**config.mk**
```make
export PLATFORM = sky130hd
export DESIGN_NAME = single_wire_sensor_reader_unit
export DESIGN_NICKNAME = d
export VERILOG_FILES = /design/src/sv/swsr_pkg.sv /design/src/sv/swsr_ctrl.sv /design/src/sv/single_wire_sensor_reader_unit.sv
export SDC_FILE = /design/constraint.sdc
export NUM_CORES = 1
export LEC_CHECK = 0
export ABC_AREA = 1
export BUFFER_PORTS_ARGS = -buffer_cell sky130_fd_sc_hd__buf_2
export CORE_UTILIZATION = 57
export CTS_CLUSTER_DIAMETER = 100
export CTS_CLUSTER_SIZE = 8
export DETAILED_ROUTE_END_ITERATION = 16
export GPL_TIMING_DRIVEN = 0
export PLACE_DENSITY = 0.86
export SYNTH_ARGS = -nofsm -noshare
export SYNTH_HDL_FRONTEND = slang
export SYNTH_SLANG_ARGS = --single-unit
```
**constraint.sdc**
```tcl
create_clock -name clk_i -period 4.8 [get_ports clk_i]
set_input_delay 0.96 -clock clk_i [delete_from_list [all_inputs] [get_ports clk_i]]
set_output_delay 0.96 -clock clk_i [all_outputs]
set_load 0.005 [all_outputs]
```
**src/sv/swsr_pkg.sv**
```systemverilog
`timescale 1ns / 1ps
// ----------------------------------------------------------------------------
// swsr_pkg
// Shared types and constants for the single wire sensor reader.
// ----------------------------------------------------------------------------
package swsr_pkg;

  localparam int TimerWidthDefault = 16;

  // configuration register indexes
  localparam int CfgIndexW = 2;
  localparam int CfgDataW  = 16;
  localparam logic [CfgIndexW-1:0] CFG_START_LOW = 2'd0;
  localparam logic [CfgIndexW-1:0] CFG_RESP_SKIP = 2'd1;
  localparam logic [CfgIndexW-1:0] CFG_THRESHOLD = 2'd2;
  localparam logic [CfgIndexW-1:0] CFG_TIMEOUT   = 2'd3;

  // reset values: 2 ms low, 200 us skip, 35 us threshold, 30 ms timeout
  localparam logic [15:0] START_LOW_RESET = 16'd2000;
  localparam logic [9:0]  RESP_SKIP_RESET = 10'd200;
  localparam logic [7:0]  THRESHOLD_RESET = 8'd35;
  localparam logic [15:0] TIMEOUT_RESET   = 16'd30000;

  // phase codes
  localparam logic [2:0] PH_IDLE      = 3'd0;
  localparam logic [2:0] PH_START_LOW = 3'd1;
  localparam logic [2:0] PH_RESPONSE  = 3'd2;
  localparam logic [2:0] PH_WAIT_HIGH = 3'd3;
  localparam logic [2:0] PH_MEASURE   = 3'd4;

  // status codes
  localparam logic [1:0] ST_OK       = 2'd0;
  localparam logic [1:0] ST_CHECKSUM = 2'd1;
  localparam logic [1:0] ST_TIMEOUT  = 2'd2;

  localparam logic [5:0] TOTAL_BITS = 6'd40;
  localparam logic [5:0] DATA_BITS  = 6'd32;

  typedef struct packed {
    logic               drive_low;
    logic               busy_res;
    logic               done_res;
    logic [1:0]         status;
    logic [15:0]        humidity_tenths;
    logic signed [15:0] temperature_tenths;
  } result_t;

  typedef struct packed {
    logic [15:0] start_low_ticks;
    logic [9:0]  response_skip_ticks;
    logic [7:0]  bit_threshold_ticks;
    logic [15:0] timeout_ticks;
  } cfg_t;

endpackage

```
**src/sv/swsr_ctrl.sv**
```systemverilog
`timescale 1ns / 1ps
// ----------------------------------------------------------------------------
// swsr_ctrl
// Configuration registers and the per-tick sequencer: start pulse, response
// skip, pulse timing, bit shifting, checksum and timeout.
// ----------------------------------------------------------------------------
module swsr_ctrl #(
  parameter int TIMER_WIDTH = swsr_pkg::TimerWidthDefault
) (
  input  logic                            clk_i,
  input  logic                            rst_ni,
  input  logic                            accept_i,
  input  logic                            start_request_i,
  input  logic                            line_level_i,
  input  logic                            cfg_we_i,
  input  logic [swsr_pkg::CfgIndexW-1:0]  cfg_index_i,
  input  logic [swsr_pkg::CfgDataW-1:0]   cfg_data_i,
  output swsr_pkg::result_t               result_o
);
  import swsr_pkg::*;

  localparam int TW = TIMER_WIDTH;
  localparam int CW = (TW > 16) ? TW : 16;

  cfg_t          cfg_q;
  logic [2:0]    phase_q, phase_d;
  logic [TW-1:0] elapsed_q, elapsed_d;
  logic [TW-1:0] mark_q, mark_d;
  logic [5:0]    bit_count_q, bit_count_d;
  logic [31:0]   data_q, data_d;
  logic [7:0]    csum_q, csum_d;
  logic [1:0]    status_q, status_d;
  logic          done;

  logic [TW-1:0] el_inc;
  logic [TW-1:0] span;
  logic          bit_val;
  logic [5:0]    cnt_inc;
  logic [7:0]    byte_sum;
  logic [14:0]   mag;

  always_ff @(posedge clk_i or negedge rst_ni) begin
    if (!rst_ni) begin
      cfg_q.start_low_ticks     <= START_LOW_RESET;
      cfg_q.response_skip_ticks <= RESP_SKIP_RESET;
      cfg_q.bit_threshold_ticks <= THRESHOLD_RESET;
      cfg_q.timeout_ticks       <= TIMEOUT_RESET;
    end else if (cfg_we_i) begin
      unique case (cfg_index_i)
        CFG_START_LOW: cfg_q.start_low_ticks     <= cfg_data_i;
        CFG_RESP_SKIP: cfg_q.response_skip_ticks <= cfg_data_i[9:0];
        CFG_THRESHOLD: cfg_q.bit_threshold_ticks <= cfg_data_i[7:0];
        CFG_TIMEOUT:   cfg_q.timeout_ticks       <= cfg_data_i;
        default: ;
      endcase
    end
  end

  // elapsed saturates at all ones
  assign el_inc   = (&elapsed_q) ? elapsed_q : elapsed_q + 1'b1;
  assign span     = el_inc - mark_q;
  assign bit_val  = CW'(span) > CW'(cfg_q.bit_threshold_ticks);
  assign cnt_inc  = bit_count_q + 6'd1;
  assign byte_sum = data_q[7:0] + data_q[15:8] + data_q[23:16] + data_q[31:24];

  always_comb begin
    phase_d     = phase_q;
    elapsed_d   = elapsed_q;
    mark_d      = mark_q;
    bit_count_d = bit_count_q;
    data_d      = data_q;
    csum_d      = csum_q;
    status_d    = status_q;
    done        = 1'b0;
    unique case (phase_q) inside
      PH_START_LOW, PH_RESPONSE, PH_WAIT_HIGH, PH_MEASURE: begin
        elapsed_d = el_inc;
        if (CW'(el_inc) > CW'(cfg_q.timeout_ticks) || (&el_inc)) begin
          phase_d  = PH_IDLE;
          status_d = ST_TIMEOUT;
          done     = 1'b1;
        end else if (phase_q == PH_START_LOW) begin
          if (CW'(el_inc) > CW'(cfg_q.start_low_ticks)) begin
            mark_d  = el_inc;
            phase_d = PH_RESPONSE;
          end
        end else if (phase_q == PH_RESPONSE) begin
          if (CW'(span) > CW'(cfg_q.response_skip_ticks) && !line_level_i) begin
            phase_d = PH_WAIT_HIGH;
          end
        end else if (phase_q == PH_WAIT_HIGH) begin
          if (line_level_i) begin
            mark_d  = el_inc;
            phase_d = PH_MEASURE;
          end
        end else if (!line_level_i) begin
          if (bit_count_q < DATA_BITS) begin
            data_d = {data_q[30:0], bit_val};
          end else begin
            csum_d = {csum_q[6:0], bit_val};
          end
          bit_count_d = cnt_inc;
          phase_d     = PH_WAIT_HIGH;
          // the last bit always lands in the checksum, so data_q is final
          if (cnt_inc >= TOTAL_BITS) begin
            phase_d  = PH_IDLE;
            status_d = (byte_sum == {csum_q[6:0], bit_val}) ? ST_OK : ST_CHECKSUM;
            done     = 1'b1;
          end
        end
      end
      default: begin
        phase_d = PH_IDLE;
        if (start_request_i) begin
          phase_d     = PH_START_LOW;
          elapsed_d   = '0;
          bit_count_d = '0;
          data_d      = '0;
          csum_d      = '0;
        end
      end
    endcase
  end

  always_ff @(posedge clk_i or negedge rst_ni) begin
    if (!rst_ni) begin
      phase_q     <= PH_IDLE;
      elapsed_q   <= '0;
      mark_q      <= '0;
      bit_count_q <= '0;
      data_q      <= '0;
      csum_q      <= '0;
      status_q    <= ST_OK;
    end else if (accept_i) begin
      phase_q     <= phase_d;
      elapsed_q   <= elapsed_d;
      mark_q      <= mark_d;
      bit_count_q <= bit_count_d;
      data_q      <= data_d;
      csum_q      <= csum_d;
      status_q    <= status_d;
    end
  end

  // sign-magnitude to two's complement; negative zero gives zero
  assign mag = data_d[14:0];

  always_comb begin
    result_o.drive_low       = (phase_d == PH_START_LOW);
    result_o.busy_res        = (phase_d != PH_IDLE);
    result_o.done_res        = done;
    result_o.status          = status_d;
    result_o.humidity_tenths = data_d[31:16];
    result_o.temperature_tenths = data_d[15] ? -$signed({1'b0, mag}) : $signed({1'b0, mag});
  end

  a_done_not_busy: assert property (@(posedge clk_i) disable iff (!rst_ni)
    result_o.done_res |-> !result_o.busy_res)
    else $error("done with read still busy");

  a_phase_legal: assert property (@(posedge clk_i) disable iff (!rst_ni)
    phase_q <= PH_MEASURE && bit_count_q <= TOTAL_BITS)
    else $error("phase or bit count out of range");

  a_start_clears: assert property (@(posedge clk_i) disable iff (!rst_ni)
    accept_i && phase_q == PH_IDLE && start_request_i
    |=> phase_q == PH_START_LOW && elapsed_q == '0 && bit_count_q == '0)
    else $error("start request did not begin a read");

  a_drive_only_start: assert property (@(posedge clk_i) disable iff (!rst_ni)
    result_o.drive_low |-> phase_d == PH_START_LOW && result_o.busy_res)
    else $error("wire driven outside start phase");

endmodule

```
**src/sv/single_wire_sensor_reader_unit.sv**
```systemverilog
`timescale 1ns / 1ps
// ----------------------------------------------------------------------------
// single_wire_sensor_reader_unit
// Results: each accepted request's result is registered, in the skid entry if stalled.
// Throughput: one request per cycle while the skid entry is free; the sequencer step is a single pass.
// A two-entry output buffer keeps accepting while one result is stalled.
// Reset: async, active low; idle phase, status ok, data zero, config defaults.
// ----------------------------------------------------------------------------
module single_wire_sensor_reader_unit #(
  parameter int TIMER_WIDTH = swsr_pkg::TimerWidthDefault
) (
  input  logic                           clk_i,
  input  logic                           rst_ni,
  input  logic                           in_valid_i,
  output logic                           in_ready_o,
  input  logic                           start_request_i,
  input  logic                           line_level_i,
  output logic                           out_valid_o,
  input  logic                           out_ready_i,
  output logic                           drive_low_o,
  output logic                           busy_res_o,
  output logic                           done_res_o,
  output logic [1:0]                     status_o,
  output logic [15:0]                    humidity_tenths_o,
  output logic signed [15:0]             temperature_tenths_o,
  input  logic                           cfg_valid_i,
  output logic                           cfg_ready_o,
  input  logic [swsr_pkg::CfgIndexW-1:0] cfg_index_i,
  input  logic [swsr_pkg::CfgDataW-1:0]  cfg_data_i
);
  import swsr_pkg::*;

  result_t res;
  result_t out_q, out_d, skid_q, skid_d;
  logic    outv_q, outv_d, skv_q, skv_d;
  logic    push, pop;

  assign in_ready_o  = !skv_q;
  assign cfg_ready_o = 1'b1;
  assign push        = in_valid_i && in_ready_o;
  assign pop         = outv_q && out_ready_i;

  swsr_ctrl #(
    .TIMER_WIDTH(TIMER_WIDTH)
  ) u_ctrl (
    .clk_i          (clk_i),
    .rst_ni         (rst_ni),
    .accept_i       (push),
    .start_request_i(start_request_i),
    .line_level_i   (line_level_i),
    .cfg_we_i       (cfg_valid_i && cfg_ready_o),
    .cfg_index_i    (cfg_index_i),
    .cfg_data_i     (cfg_data_i),
    .result_o       (res)
  );

  always_comb begin
    out_d  = out_q;
    outv_d = outv_q;
    skid_d = skid_q;
    skv_d  = skv_q;
    if (!outv_q || pop) begin
      if (skv_q) begin
        out_d  = skid_q;
        outv_d = 1'b1;
        skv_d  = push;
        skid_d = res;
      end else begin
        out_d  = res;
        outv_d = push;
      end
    end else if (push) begin
      skid_d = res;
      skv_d  = 1'b1;
    end
  end

  always_ff @(posedge clk_i or negedge rst_ni) begin
    if (!rst_ni) begin
      outv_q <= 1'b0;
      skv_q  <= 1'b0;
    end else begin
      outv_q <= outv_d;
      skv_q  <= skv_d;
    end
  end

  always_ff @(posedge clk_i) begin
    out_q  <= out_d;
    skid_q <= skid_d;
  end

  assign out_valid_o          = outv_q;
  assign drive_low_o          = out_q.drive_low;
  assign busy_res_o           = out_q.busy_res;
  assign done_res_o           = out_q.done_res;
  assign status_o             = out_q.status;
  assign humidity_tenths_o    = out_q.humidity_tenths;
  assign temperature_tenths_o = out_q.temperature_tenths;

  a_skid_behind_out: assert property (@(posedge clk_i) disable iff (!rst_ni)
    skv_q |-> outv_q)
    else $error("skid entry held with output empty");

  a_push_shows: assert property (@(posedge clk_i) disable iff (!rst_ni)
    push && !outv_q |=> outv_q)
    else $error("accepted request produced no result");

  a_stall_holds_skid: assert property (@(posedge clk_i) disable iff (!rst_ni)
    skv_q && !out_ready_i |=> skv_q && $stable(skid_q))
    else $error("stalled skid entry lost");

endmodule

```
# ---- Yosys cells after proc, flatten, opt, wreduce, memory -nomap -nowiden
# Cells that the tools add are included.
dict set report totals {
  ff_bits 208
  inputBits 25
  output_inout_bits 40
  wordCells 149
}
dict set report classes {
  add_sub_neg 7
  order_cmp 6
  n_eq_ne 18
  mux 66
  bitwise_logic 1
  reduce_logical 26
}
# operator count
set op_table {}
lappend op_table {{32-bit two-way mux} 8}
lappend op_table {{37-bit two-way mux} 4}
lappend op_table {{16-bit two-way mux} 9}
lappend op_table {{7-bit two-way mux} 8}
lappend op_table {{6-bit two-way mux} 7}
lappend op_table {{16-bit > comparator} 2}
lappend op_table {{16-bit AND reduction} 2}
lappend op_table {{3-bit two-way mux} 9}
lappend op_table {{8-bit adder} 3}
lappend op_table {{16-bit by 1-bit adder with 16-bit output, second input constant} 1}
lappend op_table {{16-bit by 10-bit > comparator with 1-bit output} 1}
lappend op_table {{16-bit by 8-bit > comparator with 1-bit output} 1}
lappend op_table {{2-bit two-way mux} 8}
lappend op_table {{2-bit != test, second input constant} 8}
lappend op_table {{15-bit negation with 16-bit output} 1}
lappend op_table {{16-bit subtractor} 1}
lappend op_table {{7-bit AND reduction} 2}
lappend op_table {{1-bit two-way mux} 13}
lappend op_table {{2-bit AND reduction} 6}
lappend op_table {{8-bit == test} 1}
lappend op_table {{8-bit AND reduction} 1}
lappend op_table {{2-bit nonzero test} 4}
lappend op_table {{6-bit by 1-bit adder with 6-bit output, second input constant} 1}
lappend op_table {{3-bit by 1-bit == test with 1-bit output, second input constant} 2}
lappend op_table {{14 further kinds} 21}

# ---- Depth between registers and ports, before layout
dict set report depth {
  depth_word 15
  mapped_depth 37
  depth_no_buf 37
}

# ---- By module
# Synthesis repeated with hierarchy kept, for this count alone.
dict set report hier_totals {
  cells_unflattened 1720
  hier_area_um2 13272.7
}
# module n_inst cells_per_inst area_per_inst_um2 seq_area_each_um2
set modules_own_cells {}
lappend modules_own_cells {swsr_ctrl 1 1509 10445.0 3326.9}
lappend modules_own_cells {single_wire_sensor_reader_unit 1 211 2827.7 2272.2}

# ---- Worst setup path after synthesis
# OpenSTA, ideal clock, no wires.
dict set report synth_timing {
  path_kind {register to register}
  from {register u_ctrl.elapsed_q[0]}
  to {register out_q, in the netlist temperature_tenths_o[6], data pin}
  arrival_time_ps 4361
  required_ps 4536
  setup_slack_ps 175
  stages_incl_launch_ff 34
  path_buffers 1
  cell_sequence {dfrtp_1 > ha_1 > nand2_2 > nor2_4 > nand2_4 > nor2_4 > inv_2 > buf_6 > nand2_1 > ha_1 > nand2_1 > o21ai_0 > nand2_1 > nand2_1 > xor2_1 > ha_1 > a21oi_1 > nor2_1 > nor3_1 > a21oi_1 > nor2_1 > nand2_1 > nor2_1 > nand3_1 > nor2_1 > nor2_1 > nor2_4 > ha_1 > nand3_1 > clkinv_1 > nand3_1 > nand2_2 > xor2_1 > o21ai_2}
}
dict set report synth_between {
  elab_chain_len 14
  word_cells_on_any_way 18
}
# element line
set synth_rtl {}
lappend synth_rtl {{start: declaration} swsr_ctrl.sv:27} ;# logic [TW-1:0] elapsed_q, elapsed_d;
lappend synth_rtl {{start signal: assignment} swsr_ctrl.sv:136} ;# elapsed_q <= elapsed_d;
lappend synth_rtl {{16-bit by 1-bit adder with 16-bit output or 16-bit AND reduction (tied branches)} swsr_ctrl.sv:60} ;# assign el_inc = (&elapsed_q) ? elapsed_q : elapsed_q + 1'b1;
lappend synth_rtl {{16-bit two-way mux *} swsr_ctrl.sv:60}
lappend synth_rtl {{named net u_ctrl.el_inc[2]} swsr_ctrl.sv:35} ;# logic [TW-1:0] el_inc;
lappend synth_rtl {{16-bit subtractor} swsr_ctrl.sv:61} ;# assign span = el_inc - mark_q;
lappend synth_rtl {{16-bit by 8-bit > comparator with 1-bit output} swsr_ctrl.sv:62} ;# assign bit_val = CW'(span) > CW'(cfg_q.bit_threshold_ticks);
lappend synth_rtl {{32-bit two-way mux} swsr_ctrl.sv:97} ;# if (bit_count_q < DATA_BITS) begin
lappend synth_rtl {{32-bit two-way mux} swsr_ctrl.sv:96} ;# end else if (!line_level_i) begin
lappend synth_rtl {{32-bit two-way mux} swsr_ctrl.sv:91} ;# end else if (phase_q == PH_WAIT_HIGH) begin
lappend synth_rtl {{32-bit two-way mux} swsr_ctrl.sv:87} ;# end else if (phase_q == PH_RESPONSE) begin
lappend synth_rtl {{32-bit two-way mux} swsr_ctrl.sv:82} ;# end else if (phase_q == PH_START_LOW) begin
lappend synth_rtl {{32-bit two-way mux *} swsr_ctrl.sv:78} ;# if (CW'(el_inc) > CW'(cfg_q.timeout_ticks) || (&el_inc)) begin
lappend synth_rtl {{32-bit two-way mux *} swsr_ctrl.sv:75} ;# unique case (phase_q) inside
lappend synth_rtl {{15-bit negation with 16-bit output} swsr_ctrl.sv:154} ;# result_o.temperature_tenths = data_d[15] ? -$signed({1'b0, mag}) : $signed({1'b0, mag});
lappend synth_rtl {{16-bit two-way mux *} swsr_ctrl.sv:154}
lappend synth_rtl {{37-bit two-way mux *} single_wire_sensor_reader_unit.sv:63} ;# if (skv_q) begin
lappend synth_rtl {{end signal: assignment} single_wire_sensor_reader_unit.sv:89} ;# out_q <= out_d;
lappend synth_rtl {{end: declaration} single_wire_sensor_reader_unit.sv:34} ;# result_t out_q, out_d, skid_q, skid_d;
# The timed path passes the listed nets; every way through them passes the cells marked *.
# A chain may end at the register's enable or synchronous reset.

# ---- Worst setup path after layout
dict set report layout_timing {
  from {register u_ctrl.elapsed_q[1]}
  to {register out_q, in the netlist temperature_tenths_o[12], data pin}
}
dict set report layout_between {
  elab_chain_len 14
  word_cells_on_any_way 18
}
# element line
set layout_rtl {}
lappend layout_rtl {{16-bit by 1-bit adder with 16-bit output or 16-bit AND reduction (tied branches)} swsr_ctrl.sv:60}
lappend layout_rtl {{16-bit two-way mux *} swsr_ctrl.sv:60}
lappend layout_rtl {{16-bit subtractor} swsr_ctrl.sv:61}
lappend layout_rtl {{16-bit by 8-bit > comparator with 1-bit output} swsr_ctrl.sv:62}
lappend layout_rtl {{32-bit two-way mux} swsr_ctrl.sv:97}
lappend layout_rtl {{32-bit two-way mux} swsr_ctrl.sv:96}
lappend layout_rtl {{32-bit two-way mux} swsr_ctrl.sv:91}
lappend layout_rtl {{32-bit two-way mux} swsr_ctrl.sv:87}
lappend layout_rtl {{32-bit two-way mux} swsr_ctrl.sv:82}
lappend layout_rtl {{32-bit two-way mux *} swsr_ctrl.sv:78}
lappend layout_rtl {{32-bit two-way mux *} swsr_ctrl.sv:75}
lappend layout_rtl {{15-bit negation with 16-bit output} swsr_ctrl.sv:154}
lappend layout_rtl {{16-bit two-way mux *} swsr_ctrl.sv:154}
lappend layout_rtl {{37-bit two-way mux *} single_wire_sensor_reader_unit.sv:63}
# Mark *: on every way between the ends. The rest lies on a longest branch, timed or not.

==> parameters.txt <==
Parameter                              Value

Timing
  Pins over their slew limit ... 0
  Final-report hold violation count ... 0
  Aggregate negative setup slack ... -1.61 ns
  Ratio of final minimum period to clock period ... 1.03
  Worst clock skew on the final layout ... roughly 0.015 ns
  Final setup fails ... 21
  Max frequency ... 202 MHz
  Setup slack of the critical path after layout ... -0.162 ns
  Slew at the pin closest to its max-slew limit ... 0.759 ns
  Period minus WS final ... 4.96 ns
  Max-slew headroom ... 0.493
  RSZ-0062 raised after global routing ... true

Logic synthesis
  Count leader, synth ... sky130_fd_sc_hd__nand2_1
  Most numerous cell types in the synthesized netlist ... sky130_fd_sc_hd__nand2_1, sky130_fd_sc_hd__inv_1, sky130_fd_sc_hd__o21ai_0
  Syn. warnings ... 0
  Top cell type's share of synthesized area ... 0.216
  Async set or reset register ratio after synthesis ... 0.644
  Nets in the synthesized netlist ... 1,839
  Synthesized area ... 13,300 sq um
  Synthesized flop and latch total ... 208
  Leading post-synthesis cells by cell area ... sky130_fd_sc_hd__dfrtp_1, sky130_fd_sc_hd__edfxtp_1, sky130_fd_sc_hd__nand2_1
  Average cell area after synthesis ... 7.73 sq um
  Number of distinct library cells after synthesis ... 51
  Prevailing post-synth register cell ... sky130_fd_sc_hd__dfrtp_1
  Post-synthesis instance total ... 1,723
  Count of flip-flops with a built-in enable after synthesis ... 74
  Post-synthesis sequential area ratio ... 0.421
  Cell type contributing the most total cell area after synthesis ... sky130_fd_sc_hd__dfrtp_1

Pwr
  LEAKAGE ... 7.49 nW
  Total power per unit cell area ... roughly 630 nW/um^2
  Peak supply drop ... 359 uV

Final layout
  Area delta synth->final ... 17.9%
  FF+latch area ... roughly 5600 sq um
  Final antenna diode count ... 0
  Total area of multi-input combinational cells ... 7030 sq um
  Share of layout cells above drive strength 1 ... 0.149
  Final cell count without fillers ... 2,194
  Number of filler instances in the final layout ... 1,690
  Fin nets ... between 1.5k and 2k

Floorplanning
  Total number of placement rows ... 55
  Core Area ... 22,800 sq um
  Overall die height ... 155 um
  Area of the die ... 24,000 sq um
  Die outline width ... 155 um
  Initial Utilization ... 0.584
  Io pins ... 65

Worst setup path
  CP endpoint kind ... register
  Data required, critical path ... 5.10 ns
  Endpoint arrival time on the critical path ... ~5.3 ns
  Critical path class ... register to register
  Kind of start point of the critical path ... register
  Biggest cell delay along the critical path ... 0.42 ns
  Max stage delay cell, worst path ... sky130_fd_sc_hd__dfrtp_1
  CP Max Fanout ... 4

Global routing
  Number of global-route vias before repair ... around 12k
  Pin count of the biggest net entering global routing ... 82
  Total GRT Usage ... 0.314
  Number of antenna violations at the first check in global routing ... 0
  Global-route congestion overflow total ... 0
  Wire length of the first global-routing pass ... 60.1 mm

Clock network
  Number of clock sinks ... 208
  Clock root buffer ... sky130_fd_sc_hd__clkbuf_16
  Clock edge transition at the registers on the reported setup and hold paths ... 0.06 ns
  CTS tree ... done
  Htree depth ... 1
  Inserted Clock Buffers ... 29
  Skew-Pair Late Insertion Delay ... around 0.56 ns
  CTS max path bufs ... 3

Detailed routing
  Wire length per cell ... 17.2 um
  Iter 0 DRT Violations ... 1,158
  Final wirelength ... 37.7 mm
  Remaining antenna violation count ... 0
  First-pass iteration count of the detailed router ... 9
  Total number of vias ... 12.6k
  Number of DRC violations after detailed routing ... 0
  Detailed-route vias per instance ... 5.75

Placed design
  HPWL after detailed placement ... 25.5 mm
  Number of buffers inserted by port buffering ... 63
  Routability congestion estimate ... 0.939
  Number of cells in the design after placement ... 2,101

Run
  Total of max-cap violations ... 0

Run status
  Violations in the final reports ... negative setup slack
  Result of the run ... finished, violations left

Hold path
  Worst Hold Class ... primary input to asynchronous set/reset pin
-- through the flow --
stage	total power, mW	area, sq um	utilization	hold WS [ns]	setup WS, ns
4_1_cts	9.41	15400	0.675	0.377	-0.0485
3_3_place_gp	6.79	14000	0.615	0.468	-0.850
3_5_place_dp	6.99	14100	0.619	0.476	-0.992
6_report	9.95	15700	0.689	0.362	-0.162
2_1_floorplan	5.78	13300	-	0.453	0.175
5_1_grt	10.6	15700	0.689	0.409	-0.377
-- logic make-up after synthesis --
family | Yosys count | synth area share
flops | 208 | 0.421
compound gates | 314 | 0.128
xor+xnor | 35 | 0.0236
simple gates | 787 | 0.249
other cells | 1 | 0.000282
fa+ha+maj | 91 | 0.0940
buf+inv | 287 | 0.0839
-- metal layers --
layer  up-vias  wire, um  GRT usage  part of all wire
met2       664     18100      0.547              0.48
li1       5867         -          -                 -
met4         0      1960      0.141             0.052
met5         -         0          0                 0
met1      5900     14600      0.384              0.39
met3       179      2950     0.0504             0.078
-- placed cells by master, fill, tap and decap left out, types with 7 or more instances in the layout --
master / instances
sky130_fd_sc_hd__dfrtp_1: 114
sky130_fd_sc_hd__nor2_2: 12
sky130_fd_sc_hd__o21ai_0: 183
sky130_fd_sc_hd__xnor2_1: 7
sky130_fd_sc_hd__o21ai_1: 20
sky130_fd_sc_hd__inv_2: 10
sky130_fd_sc_hd__nand4_1: 17
sky130_fd_sc_hd__nand2_2: 26
sky130_fd_sc_hd__nor2_4: 10
sky130_fd_sc_hd__buf_4: 37
sky130_fd_sc_hd__a21oi_1: 44
sky130_fd_sc_hd__o22ai_1: 19
sky130_fd_sc_hd__fa_1: 14
sky130_fd_sc_hd__ha_4: 9
sky130_fd_sc_hd__nor2_1: 69
sky130_fd_sc_hd__nand2_4: 11
sky130_fd_sc_hd__dfstp_2: 19
sky130_fd_sc_hd__clkbuf_1: 67
sky130_fd_sc_hd__xor2_1: 20
sky130_fd_sc_hd__a22oi_1: 7
sky130_fd_sc_hd__inv_1: 215
sky130_fd_sc_hd__nand2_1: 537
sky130_fd_sc_hd__edfxtp_1: 74
sky130_fd_sc_hd__buf_2: 70
sky130_fd_sc_hd__clkbuf_16: 29
sky130_fd_sc_hd__ha_1: 67
sky130_fd_sc_hd__nand3_2: 8
sky130_fd_sc_hd__xor2_2: 7
sky130_fd_sc_hd__nand3_1: 68
sky130_fd_sc_hd__nor3_1: 10
-- path summary, 6_finish.rpt --
kind                                      from                  endpoint  slack (ns)  cells past startpoint
min in group clk_i            u_ctrl.cfg_q[48]          u_ctrl.cfg_q[48]        0.48                      2
setup / recovery           u_ctrl.elapsed_q[1]  temperature_tenths_o[12]       -0.16                     35
max in group asynchronous               rst_ni         u_ctrl.data_q[14]        3.63                      2
hold / removal                          rst_ni          u_ctrl.mark_q[4]        0.36                      1
hold reg to reg               u_ctrl.cfg_q[48]          u_ctrl.cfg_q[48]        0.48                      2
setup reg to reg           u_ctrl.elapsed_q[1]  temperature_tenths_o[12]       -0.16                     35
-- power breakdown --
part / internal, mW / leakage (nW) / switching [mW]
clock: 1.13 / 0.396 / 0.784
combinational: 1.99 / 4.66 / 3.23
sequential: 2.48 / 2.43 / 0.331
-- flip-flops by register name (all words and copies together) (netlist names), 6 cells and up --
register,count
u_ctrl.cfg_q,50
u_ctrl.csum_q,7
skid_q,37
u_ctrl.data_q,32
humidity_tenths_o,16
u_ctrl.elapsed_q,16
u_ctrl.mark_q,16
temperature_tenths_o,16
u_ctrl.bit_count_q,6
-- critical path: cells and delay by family (launching register included) --
| family | cells | cell delay [ns] |
|---|---|---|
| AO/OA/AOI/OAI | 2 | 0.25 |
| XOR/XNOR | 1 | 0.21 |
| adder cells (fa/ha/maj) | 5 | 1.19 |
| buffers and inverters | 2 | 0.18 |
| flip-flops | 1 | 0.42 |
| AND/OR/NAND/NOR | 25 | 2.46 |
-- area by class of cell --
cell class,instances,area share
sequential,208,0.357
clock buffer,53,0.0520
timing repair buffer,104,0.0447
multi-input combinational,1228,0.448
inverter,229,0.0550
clock inverter,1,0.00128
buffer,58,0.0170
tap,313,0.0250
-- what timing repair did --
action / in CTS / in global routing
endpoints found under the setup margin: 39 / 35
pin swaps: 29 / 37
buffers inserted: 26 / 13
hold buffers: 0 / 0
resized for setup: 54 / 46
Power figures use the tool's default switching activity.
